[config.mk]
export PLATFORM = sky130hd
export DESIGN_NAME = text_encoding_sniffer_flat
export DESIGN_NICKNAME = d
export VERILOG_FILES = /design/src/hw/rtl/tes_pkg.sv /design/src/hw/rtl/tes_if.sv /design/src/hw/rtl/tes_utf8_check.sv /design/src/hw/rtl/text_encoding_sniffer.sv /design/src/flat_wrapper.sv
export SDC_FILE = /design/constraint.sdc
export NUM_CORES = 1
export LEC_CHECK = 0
export BUFFER_PORTS_ARGS = -buffer_cell sky130_fd_sc_hd__buf_4
export CORE_MARGIN = 1
export CORE_UTILIZATION = 43
export DETAILED_ROUTE_END_ITERATION = 7
export GPL_ROUTABILITY_DRIVEN = 1
export SLEW_MARGIN = 15
export SYNTH_ARGS = -nofsm -noshare
export SYNTH_HDL_FRONTEND = slang
export SYNTH_HIERARCHICAL = 1
export SYNTH_SLANG_ARGS = --single-unit
[constraint.sdc]
create_clock -name clk_i -period 2.9 [get_ports clk_i]
set_input_delay 0.29 -clock clk_i [delete_from_list [all_inputs] [get_ports clk_i]]
set_output_delay 0.29 -clock clk_i [all_outputs]
set_load 0.005 [all_outputs]
[src/hw/rtl/tes_pkg.sv]
// shared types, constants and helpers of the text encoding sniffer
package tes_pkg;

  // verdict codes
  typedef enum logic [3:0] {
    ENC_ANSI    = 4'd0,
    ENC_WIN1252 = 4'd1,
    ENC_UTF8    = 4'd2,
    ENC_UTF16BE = 4'd3,
    ENC_UTF16LE = 4'd4,
    ENC_UTF32BE = 4'd5,
    ENC_UTF32LE = 4'd6,
    ENC_SCSU    = 4'd7,
    ENC_BOCU1   = 4'd8
  } enc_e;

  // allowed range of the next continuation byte
  typedef enum logic [2:0] {
    RNG_ANY = 3'd0,  // 80..bf
    RNG_E0  = 3'd1,  // a0..bf
    RNG_ED  = 3'd2,  // 80..9f
    RNG_F0  = 3'd3,  // 90..bf
    RNG_F4  = 3'd4   // 80..8f
  } rng_e;

  typedef struct packed {
    logic [1:0] cont_left;
    rng_e       rng;
    logic       ok;
    logic       nul_stop;
  } utf8_st_t;

  localparam utf8_st_t U8_RESET = '{cont_left: 2'd0, rng: RNG_ANY, ok: 1'b1, nul_stop: 1'b0};

  localparam int unsigned LEAD_BYTES = 4;
  localparam logic [2:0]  SEEN_MAX   = 3'd4;

  // byte order marks, first byte in the low bits
  localparam logic [31:0] MARK_UTF8    = 32'h00bf_bbef;
  localparam logic [31:0] MARK_UTF16BE = 32'h0000_fffe;
  localparam logic [31:0] MARK_UTF32BE = 32'hfffe_0000;
  localparam logic [31:0] MARK_UTF32LE = 32'h0000_feff;
  localparam logic [31:0] MARK_UTF16LE = 32'h0000_feff;
  localparam logic [31:0] MARK_SCSU    = 32'h00ff_fe0e;
  localparam logic [31:0] MARK_BOCU1   = 32'h0028_eefb;

  localparam logic [2:0] BOM_NONE = 3'd0;
  localparam logic [2:0] BOM_LEN2 = 3'd2;
  localparam logic [2:0] BOM_LEN3 = 3'd3;
  localparam logic [2:0] BOM_LEN4 = 3'd4;

  // true when the buffer holds at least len bytes and starts with the mark
  function automatic logic mark_match(input logic [31:0] lead, input logic [2:0] seen,
                                      input logic [31:0] mark, input logic [2:0] len);
    logic hit;
    hit = (seen >= len);
    for (int i = 0; i < LEAD_BYTES; i++) begin
      if ((3'(i) < len) && (lead[8*i +: 8] != mark[8*i +: 8])) begin
        hit = 1'b0;
      end
    end
    return hit;
  endfunction

endpackage

[src/hw/rtl/tes_if.sv]
// word channels of the text encoding sniffer: byte input and verdict output
interface tes_in_if;
  logic       valid;
  logic       ready;
  logic [7:0] data_byte;
  logic       is_last;

  modport source (output valid, output data_byte, output is_last, input ready);
  modport sink   (input valid, input data_byte, input is_last, output ready);
endinterface

interface tes_out_if;
  logic       valid;
  logic       ready;
  logic [3:0] encoding;
  logic [2:0] bom_length;

  modport source (output valid, output encoding, output bom_length, input ready);
  modport sink   (input valid, input encoding, input bom_length, output ready);
endinterface

[src/hw/rtl/tes_utf8_check.sv]
// one byte step of the strict utf-8 well-formedness check
module tes_utf8_check import tes_pkg::*; (
  input  utf8_st_t   st_i,
  input  logic [7:0] byte_i,
  output utf8_st_t   st_o
);

  logic [7:0] lo;
  logic [7:0] hi;

  always_comb begin
    lo = 8'h80;
    hi = 8'hbf;
    case (st_i.rng)
      RNG_E0:  lo = 8'ha0;
      RNG_ED:  hi = 8'h9f;
      RNG_F0:  lo = 8'h90;
      RNG_F4:  hi = 8'h8f;
      default: ;
    endcase
  end

  always_comb begin
    st_o = st_i;
    if (st_i.ok && !st_i.nul_stop) begin
      if (st_i.cont_left != 2'd0) begin
        if ((byte_i < lo) || (byte_i > hi)) begin
          st_o.ok = 1'b0;
        end else begin
          st_o.cont_left = st_i.cont_left - 2'd1;
          st_o.rng       = RNG_ANY;
        end
      end else begin
        st_o.rng = RNG_ANY;
        if (byte_i == 8'h00) begin
          st_o.nul_stop = 1'b1;
        end else if ((byte_i == 8'h09) || (byte_i == 8'h0a) || (byte_i == 8'h0d) ||
                     ((byte_i >= 8'h20) && (byte_i <= 8'h7e))) begin
          // plain ascii
        end else if ((byte_i >= 8'hc2) && (byte_i <= 8'hdf)) begin
          st_o.cont_left = 2'd1;
        end else if (byte_i == 8'he0) begin
          st_o.cont_left = 2'd2;
          st_o.rng       = RNG_E0;
        end else if (((byte_i >= 8'he1) && (byte_i <= 8'hec)) ||
                     (byte_i == 8'hee) || (byte_i == 8'hef)) begin
          st_o.cont_left = 2'd2;
        end else if (byte_i == 8'hed) begin
          st_o.cont_left = 2'd2;
          st_o.rng       = RNG_ED;
        end else if (byte_i == 8'hf0) begin
          st_o.cont_left = 2'd3;
          st_o.rng       = RNG_F0;
        end else if ((byte_i >= 8'hf1) && (byte_i <= 8'hf3)) begin
          st_o.cont_left = 2'd3;
        end else if (byte_i == 8'hf4) begin
          st_o.cont_left = 2'd3;
          st_o.rng       = RNG_F4;
        end else begin
          st_o.ok = 1'b0;
        end
      end
    end
  end

endmodule

[src/hw/rtl/text_encoding_sniffer.sv]
// text encoding sniffer: one verdict per buffer, byte order mark first, then utf-8 check
// path: the last byte is held in the input register, then loads the verdict register
// as soon as that register is empty or its verdict is being taken by the sink
// throughput: one byte per cycle, set by the single input register and verdict register,
// while no last byte waits for the verdict register, even while a verdict waits for the sink
// reset: async active low, clears valids and the per-buffer state to an empty buffer
module text_encoding_sniffer import tes_pkg::*; (
  input logic       clk_i,
  input logic       rst_ni,
  tes_in_if.sink    in_i,
  tes_out_if.source out_o
);

  // input register
  logic       s1_valid_q, s1_valid_d;
  logic [7:0] s1_byte_q;
  logic       s1_last_q;
  logic       in_acc;
  logic       s1_adv;
  logic       out_free;

  // per-buffer state
  logic [31:0] lead_q, lead_d, lead_nx;
  logic [2:0]  seen_q, seen_d, seen_nx;
  utf8_st_t    u8_q, u8_d, u8_nx;
  logic        high_q, high_d, high_nx;

  // verdict register
  logic       out_valid_q, out_valid_d;
  enc_e       out_enc_q, enc_nx;
  logic [2:0] out_bom_q, bom_nx;
  logic       load_out;

  // handshake: a non-last byte never needs the verdict register, so it always drains
  assign out_free   = !out_valid_q || out_o.ready;
  assign s1_adv     = s1_valid_q && (!s1_last_q || out_free);
  assign in_i.ready = !s1_valid_q || s1_adv;
  assign in_acc     = in_i.valid && in_i.ready;
  assign load_out   = s1_adv && s1_last_q;

  assign s1_valid_d = in_acc ? 1'b1 : (s1_adv ? 1'b0 : s1_valid_q);

  always_ff @(posedge clk_i or negedge rst_ni) begin
    if (!rst_ni) begin
      s1_valid_q <= 1'b0;
    end else begin
      s1_valid_q <= s1_valid_d;
    end
  end

  // payload, no reset needed
  always_ff @(posedge clk_i) begin
    if (in_acc) begin
      s1_byte_q <= in_i.data_byte;
      s1_last_q <= in_i.is_last;
    end
  end

  // capture the first four bytes for mark matching, count saturates at four
  always_comb begin
    lead_nx = lead_q;
    seen_nx = seen_q;
    if (seen_q < SEEN_MAX) begin
      for (int i = 0; i < LEAD_BYTES; i++) begin
        if (seen_q == 3'(i)) begin
          lead_nx[8*i +: 8] = s1_byte_q;
        end
      end
      seen_nx = seen_q + 3'd1;
    end
  end

  // any byte above 7f, even past a nul stop
  assign high_nx = high_q || s1_byte_q[7];

  tes_utf8_check u_utf8 (
    .st_i   (u8_q),
    .byte_i (s1_byte_q),
    .st_o   (u8_nx)
  );

  // verdict from the state including the last byte; utf32le is tested before utf16le
  always_comb begin
    enc_nx = ENC_ANSI;
    bom_nx = BOM_NONE;
    if (mark_match(lead_nx, seen_nx, MARK_UTF8, BOM_LEN3)) begin
      enc_nx = ENC_UTF8;
      bom_nx = BOM_LEN3;
    end else if (mark_match(lead_nx, seen_nx, MARK_UTF16BE, BOM_LEN2)) begin
      enc_nx = ENC_UTF16BE;
      bom_nx = BOM_LEN2;
    end else if (mark_match(lead_nx, seen_nx, MARK_UTF32BE, BOM_LEN4)) begin
      enc_nx = ENC_UTF32BE;
      bom_nx = BOM_LEN4;
    end else if (mark_match(lead_nx, seen_nx, MARK_UTF32LE, BOM_LEN4)) begin
      enc_nx = ENC_UTF32LE;
      bom_nx = BOM_LEN4;
    end else if (mark_match(lead_nx, seen_nx, MARK_UTF16LE, BOM_LEN2)) begin
      enc_nx = ENC_UTF16LE;
      bom_nx = BOM_LEN2;
    end else if (mark_match(lead_nx, seen_nx, MARK_SCSU, BOM_LEN3)) begin
      enc_nx = ENC_SCSU;
      bom_nx = BOM_LEN3;
    end else if (mark_match(lead_nx, seen_nx, MARK_BOCU1, BOM_LEN3)) begin
      enc_nx = ENC_BOCU1;
      bom_nx = BOM_LEN3;
    end else if (u8_nx.ok && (u8_nx.nul_stop || (u8_nx.cont_left == 2'd0))) begin
      enc_nx = ENC_UTF8;
    end else if (high_nx) begin
      enc_nx = ENC_WIN1252;
    end
  end

  // state advances with each byte and returns to empty after the last one
  always_comb begin
    lead_d = lead_q;
    seen_d = seen_q;
    u8_d   = u8_q;
    high_d = high_q;
    if (s1_adv) begin
      if (s1_last_q) begin
        lead_d = '0;
        seen_d = '0;
        u8_d   = U8_RESET;
        high_d = 1'b0;
      end else begin
        lead_d = lead_nx;
        seen_d = seen_nx;
        u8_d   = u8_nx;
        high_d = high_nx;
      end
    end
  end

  always_ff @(posedge clk_i or negedge rst_ni) begin
    if (!rst_ni) begin
      lead_q <= '0;
      seen_q <= '0;
      u8_q   <= U8_RESET;
      high_q <= 1'b0;
    end else begin
      lead_q <= lead_d;
      seen_q <= seen_d;
      u8_q   <= u8_d;
      high_q <= high_d;
    end
  end

  // verdict register
  assign out_valid_d = load_out ? 1'b1 : (out_o.ready ? 1'b0 : out_valid_q);

  always_ff @(posedge clk_i or negedge rst_ni) begin
    if (!rst_ni) begin
      out_valid_q <= 1'b0;
    end else begin
      out_valid_q <= out_valid_d;
    end
  end

  always_ff @(posedge clk_i) begin
    if (load_out) begin
      out_enc_q <= enc_nx;
      out_bom_q <= bom_nx;
    end
  end

  assign out_o.valid      = out_valid_q;
  assign out_o.encoding   = out_enc_q;
  assign out_o.bom_length = out_bom_q;

  // the byte counter never passes four
  assert property (@(posedge clk_i) disable iff (!rst_ni) seen_q <= SEEN_MAX)
    else $error("byte counter beyond saturation");

  // a last byte leaves an empty buffer behind
  assert property (@(posedge clk_i) disable iff (!rst_ni)
    load_out |=> (seen_q == 3'd0) && (lead_q == 32'd0) && !high_q && (u8_q == U8_RESET))
    else $error("buffer state not cleared after verdict");

  // a verdict only appears from a last byte
  assert property (@(posedge clk_i) disable iff (!rst_ni)
    $rose(out_valid_q) |-> $past(s1_valid_q && s1_last_q))
    else $error("verdict without a last byte");

  // a mark length goes only with a mark encoding
  assert property (@(posedge clk_i) disable iff (!rst_ni)
    out_valid_q && (out_bom_q != BOM_NONE) |->
      (out_enc_q != ENC_ANSI) && (out_enc_q != ENC_WIN1252))
    else $error("mark length on a markless verdict");

  // a waiting last byte never overwrites a verdict not yet taken
  assert property (@(posedge clk_i) disable iff (!rst_ni)
    out_valid_q && !out_o.ready |-> !load_out)
    else $error("verdict overwritten");

endmodule
[src/flat_wrapper.sv]
// flat-port wrapper written by rule: the top's interface ports become plain ports
module text_encoding_sniffer_flat import tes_pkg::*;
  (clk_i, rst_ni, in_i_valid, in_i_data_byte, in_i_is_last, in_i_ready, out_o_valid, out_o_encoding, out_o_bom_length, out_o_ready);
  tes_in_if in_i_i ();
  tes_out_if out_o_i ();
  input logic clk_i;
  input logic rst_ni;
  input wire logic [$bits(in_i_i.valid)-1:0] in_i_valid;
  input wire logic [$bits(in_i_i.data_byte)-1:0] in_i_data_byte;
  input wire logic [$bits(in_i_i.is_last)-1:0] in_i_is_last;
  output wire logic [$bits(in_i_i.ready)-1:0] in_i_ready;
  output wire logic [$bits(out_o_i.valid)-1:0] out_o_valid;
  output wire logic [$bits(out_o_i.encoding)-1:0] out_o_encoding;
  output wire logic [$bits(out_o_i.bom_length)-1:0] out_o_bom_length;
  input wire logic [$bits(out_o_i.ready)-1:0] out_o_ready;
  assign in_i_i.valid = in_i_valid;
  assign in_i_i.data_byte = in_i_data_byte;
  assign in_i_i.is_last = in_i_is_last;
  assign in_i_ready = in_i_i.ready;
  assign out_o_valid = out_o_i.valid;
  assign out_o_encoding = out_o_i.encoding;
  assign out_o_bom_length = out_o_i.bom_length;
  assign out_o_i.ready = out_o_ready;
  text_encoding_sniffer u_core (.clk_i(clk_i), .rst_ni(rst_ni), .in_i(in_i_i), .out_o(out_o_i));
endmodule
==> summary.md <==
| Metric | Value |
|---|---|
| Status | completed |
| Die footprint | 9700 um^2 |
| Filler cell count | 825 |
| Total grt overflow | 0 |
| Clk_skew | 0.0137 ns |
| M2 GR Usage | 36.5% |
| Crit path DAT | 3.08 ns |
| CP Max Fanout | 4 |
| Sequential Area | 1610 um^2 |
| Max-slew violations | 0 |
| H-Tree Depth | 3 |
| Layout cells sized above 1 | 21.7% |
| First-pass GRT wire length | 17700 um |
| # IOs | 22 |
| Root Driver | clkbuf_8 |
| TritonCTS Sinks | 61 |
| DR vias | 3628 |
| Largest net degree at the start of global routing | 46 |
| Net count, final | 514 |
| Synth top area share | 27.5% |
| Max cap viols | 0 |
| Area leader, netlist | dfrtp_1 |
| Vias in the first global route | 3406 |
| Footprint of the multi-input gates | 2280 um^2 |
| Vias/cell | 5.99 |
| Detailed-router iteration count before antenna repair | 7 |
| Routed Wire Length | 11000 um |
| Seq/Total Area, Yosys | 40.2% |
| DR WL/cell | 18.1 um |
| GR peak layer | met2 |
| Most common cell in the netlist | nand2_1 |
| Register bit count reported by yosys | 61 |
| Starting Density | 45.2% |
| CTS tree | done |
| RSZ-0062 raised after global routing | true |
| Ant. Diodes | 0 |
| Startpoint Class | register |
| TritonCTS buffer count | 9 |
| Die X | 98.5 um |
| GR Layer Usage met1 | 33.3% |
| # rows | 34 |
| CTS Buffer Depth | 2 |
| Final hold vios | 0 |
| Slew @ Worst Pin | 0.592 ns |
| Relative slew slack | 60.6% |
| Gr usage total | 23.6% |
| Yosys warning count | 6 |
| Core ar. | 8850 um^2 |
| LEAKAGE | 0.00198 uW |
| Post-layout min period | 2.87 ns |
| Layout area overhead | 18.2% |
| Antenna-violating nets left | 0 |
| Crit Path Class | register to register |
| Worst Path Required | 3.10 ns |
| Drt drc | 0 |
| Ys flop type | dfrtp_1 |
| Tightest Hold Check Type | input pin to register |
| Die Y | 98.5 um |
| Hold WS | 0.102 ns |
| Post-synth ARST share | 73.8% |
| Initial antenna violation count | 0 |
| Post-DP HPWL | 7680 um |
| Fmax | 0.348 GHz |
| Port bufs | 21 |
| Post-synth EDFFs | 16 |
| 1st-iter DRT viols | 356 |
| Distinct cells, synth | 81 |
| Clock latency on the worst-skew pair | 0.36 ns |
| Synth top cells by count | 64 x nand2_1, 44 x dfrtp_1, 33 x o21ai_0, 30 x nor2_1, 27 x a22oi_1 |
| Worst vdd ir | 0.000363 V |
| Setup TNS | 0 ns |
| Syn Nets | 470 |
| Netlist Area Pre-Place | 4000 um^2 |
| Post-Synthesis Cells | 449 |
| Final cycle utilization of the critical path | 99.0% |
| RD Place Congestion | 0.912 |
| Area contributors post-synth | dfrtp_1 28%, edfxtp_1 12%, nand2_1 6.0% |
| M3 GR Usage | 3.97% |
| Reg clk slew, reported paths | 0.08 ns |
| Synth Area per Inst | 8.91 um^2 |
| # setup viols final | 0 |
| CP Capture Type | register |
| PwrDens | 772 nW/um^2 |
[flip-flops by register name (all words and copies together) (netlist names)]
name,flops
u_core/seen_q,3
u_core/out_o.valid,1
u_core/out_o.bom_length,3
u_core/out_o.encoding,4
u_core/s1_valid_q,1
u_core/lead_q,32
u_core/u8_q,7
u_core/s1_last_q,1
u_core/s1_byte_q,8
u_core/high_q,1
[worst paths after layout]
path,startpoint,endpoint,slack (ns),cells after the start
setup / recovery,u_core/u8_q[3]$_DFFE_PN0P_,u_core/out_o.encoding[0]$_SDFFCE_PP0P_,0.03,14
hold / removal,in_i_is_last,u_core/s1_last_q$_DFFE_PP_,0.10,1
setup reg to reg,u_core/u8_q[3]$_DFFE_PN0P_,u_core/out_o.encoding[0]$_SDFFCE_PP0P_,0.03,14
hold reg to reg,u_core/u8_q[1]$_DFFE_PN1P_,u_core/u8_q[1]$_DFFE_PN1P_,0.49,2
max in group asynchronous,rst_ni,u_core/u8_q[0]$_DFFE_PN0P_,2.02,2
min in group asynchronous,rst_ni,u_core/lead_q[20]$_DFFE_PN0P_,0.46,2
[logic make-up after synthesis]
family	Yosys count	synth area share (%)
AND/OR/NAND/NOR	190	25.6
AO/OA/AOI/OAI	129	22.3
flip-flops	61	40.2
buffers and inverters	44	5.22
multiplexers	15	3.81
adder cells (fa/ha/maj)	8	2.50
XOR/XNOR	2	0.438
[what timing repair did]
action | 4_1_cts | 5_1_grt
pin swaps | 4 | 13
buffers inserted | 0 | 3
hold buffers | 1 | 0
endpoints found under the setup margin | 2 | 2
hold endpoints to repair | 44 | 0
gates resized for setup | 4 | 16
[worst max-delay path, stage by stage, from the launching register on]
cell	delay [ns]
dfrtp_1	0.38
or3b_4	0.40
ha_4	0.18
nor4b_4	0.34
a211oi_4	0.13
buf_4	0.16
a21oi_4	0.14
buf_6	0.11
a21oi_2	0.02
o21a_1	0.22
o21ai_2	0.07
o21ai_1	0.08
a2bb2oi_1	0.13
a31o_1	0.20
a31oi_1	0.15
[metal layers]
| layer | wire [um] | up-vias |
|---|---|---|
| li1 | - | 1767 |
| met3 | 721 | 15 |
| met2 | 4980 | 131 |
| met4 | 155 | 0 |
| met1 | 5140 | 1715 |
| met5 | 0 | - |
[cell usage in the layout, fill, tap and decap left out, types with 2 or more instances in the layout]
cell,synthesis,layout
nand2_1,64,64
buf_4,2,60
dfrtp_1,44,44
o21ai_0,33,31
nor2_1,30,29
a22oi_1,27,26
nand3_1,19,18
edfxtp_1,16,16
inv_1,14,14
mux2i_1,13,13
nand2b_1,11,11
a21oi_1,13,11
clkbuf_8,0,9
nor4_1,8,8
nor3_1,8,8
o22ai_1,7,7
ha_1,8,7
a31oi_1,6,6
and2_1,5,5
nor2b_1,5,5
inv_6,0,4
o31ai_1,5,4
and3_1,5,4
or3_1,4,4
nand4_1,3,3
and4b_1,3,3
nor3b_1,3,3
o21ai_1,2,3
nand3b_1,3,3
o22a_1,3,3
a22o_1,3,3
a32o_1,3,3
nor3_2,2,2
nand4b_1,2,2
a41oi_1,2,2
a21o_1,2,2
a21oi_2,1,2
o21a_1,2,2
[where the power goes]
part	internal [uW]	switching [uW]
Clock	321	395
Sequential	1090	230
Combinational	740	874
[through the flow]
stage	total power, uW	cells	area (um^2)	setup slack (ns)	utilization (%)
after global routing	3920	606	4730	-0.0728	53.5
after global placement	2840	586	4420	-0.0769	50.0
after CTS	3590	603	4620	0.00325	52.2
after floorplan	2380	449	4000	0.0496	-
final	3650	606	4730	0.0292	53.5
after detailed placement	2850	586	4420	-0.154	50.0
[layout make-up]
| cell class | count | area share, % |
|---|---|---|
| Clock buffer | 9 | 2.62 |
| Clock inverter | 7 | 1.19 |
| Inverter | 15 | 1.19 |
| Multi-Input combinational cell | 344 | 48.2 |
| Sequential cell | 61 | 34.0 |
| Tap cell | 108 | 2.86 |
| Timing Repair Buffer | 62 | 9.97 |
(Power assumes the default switching activity.)
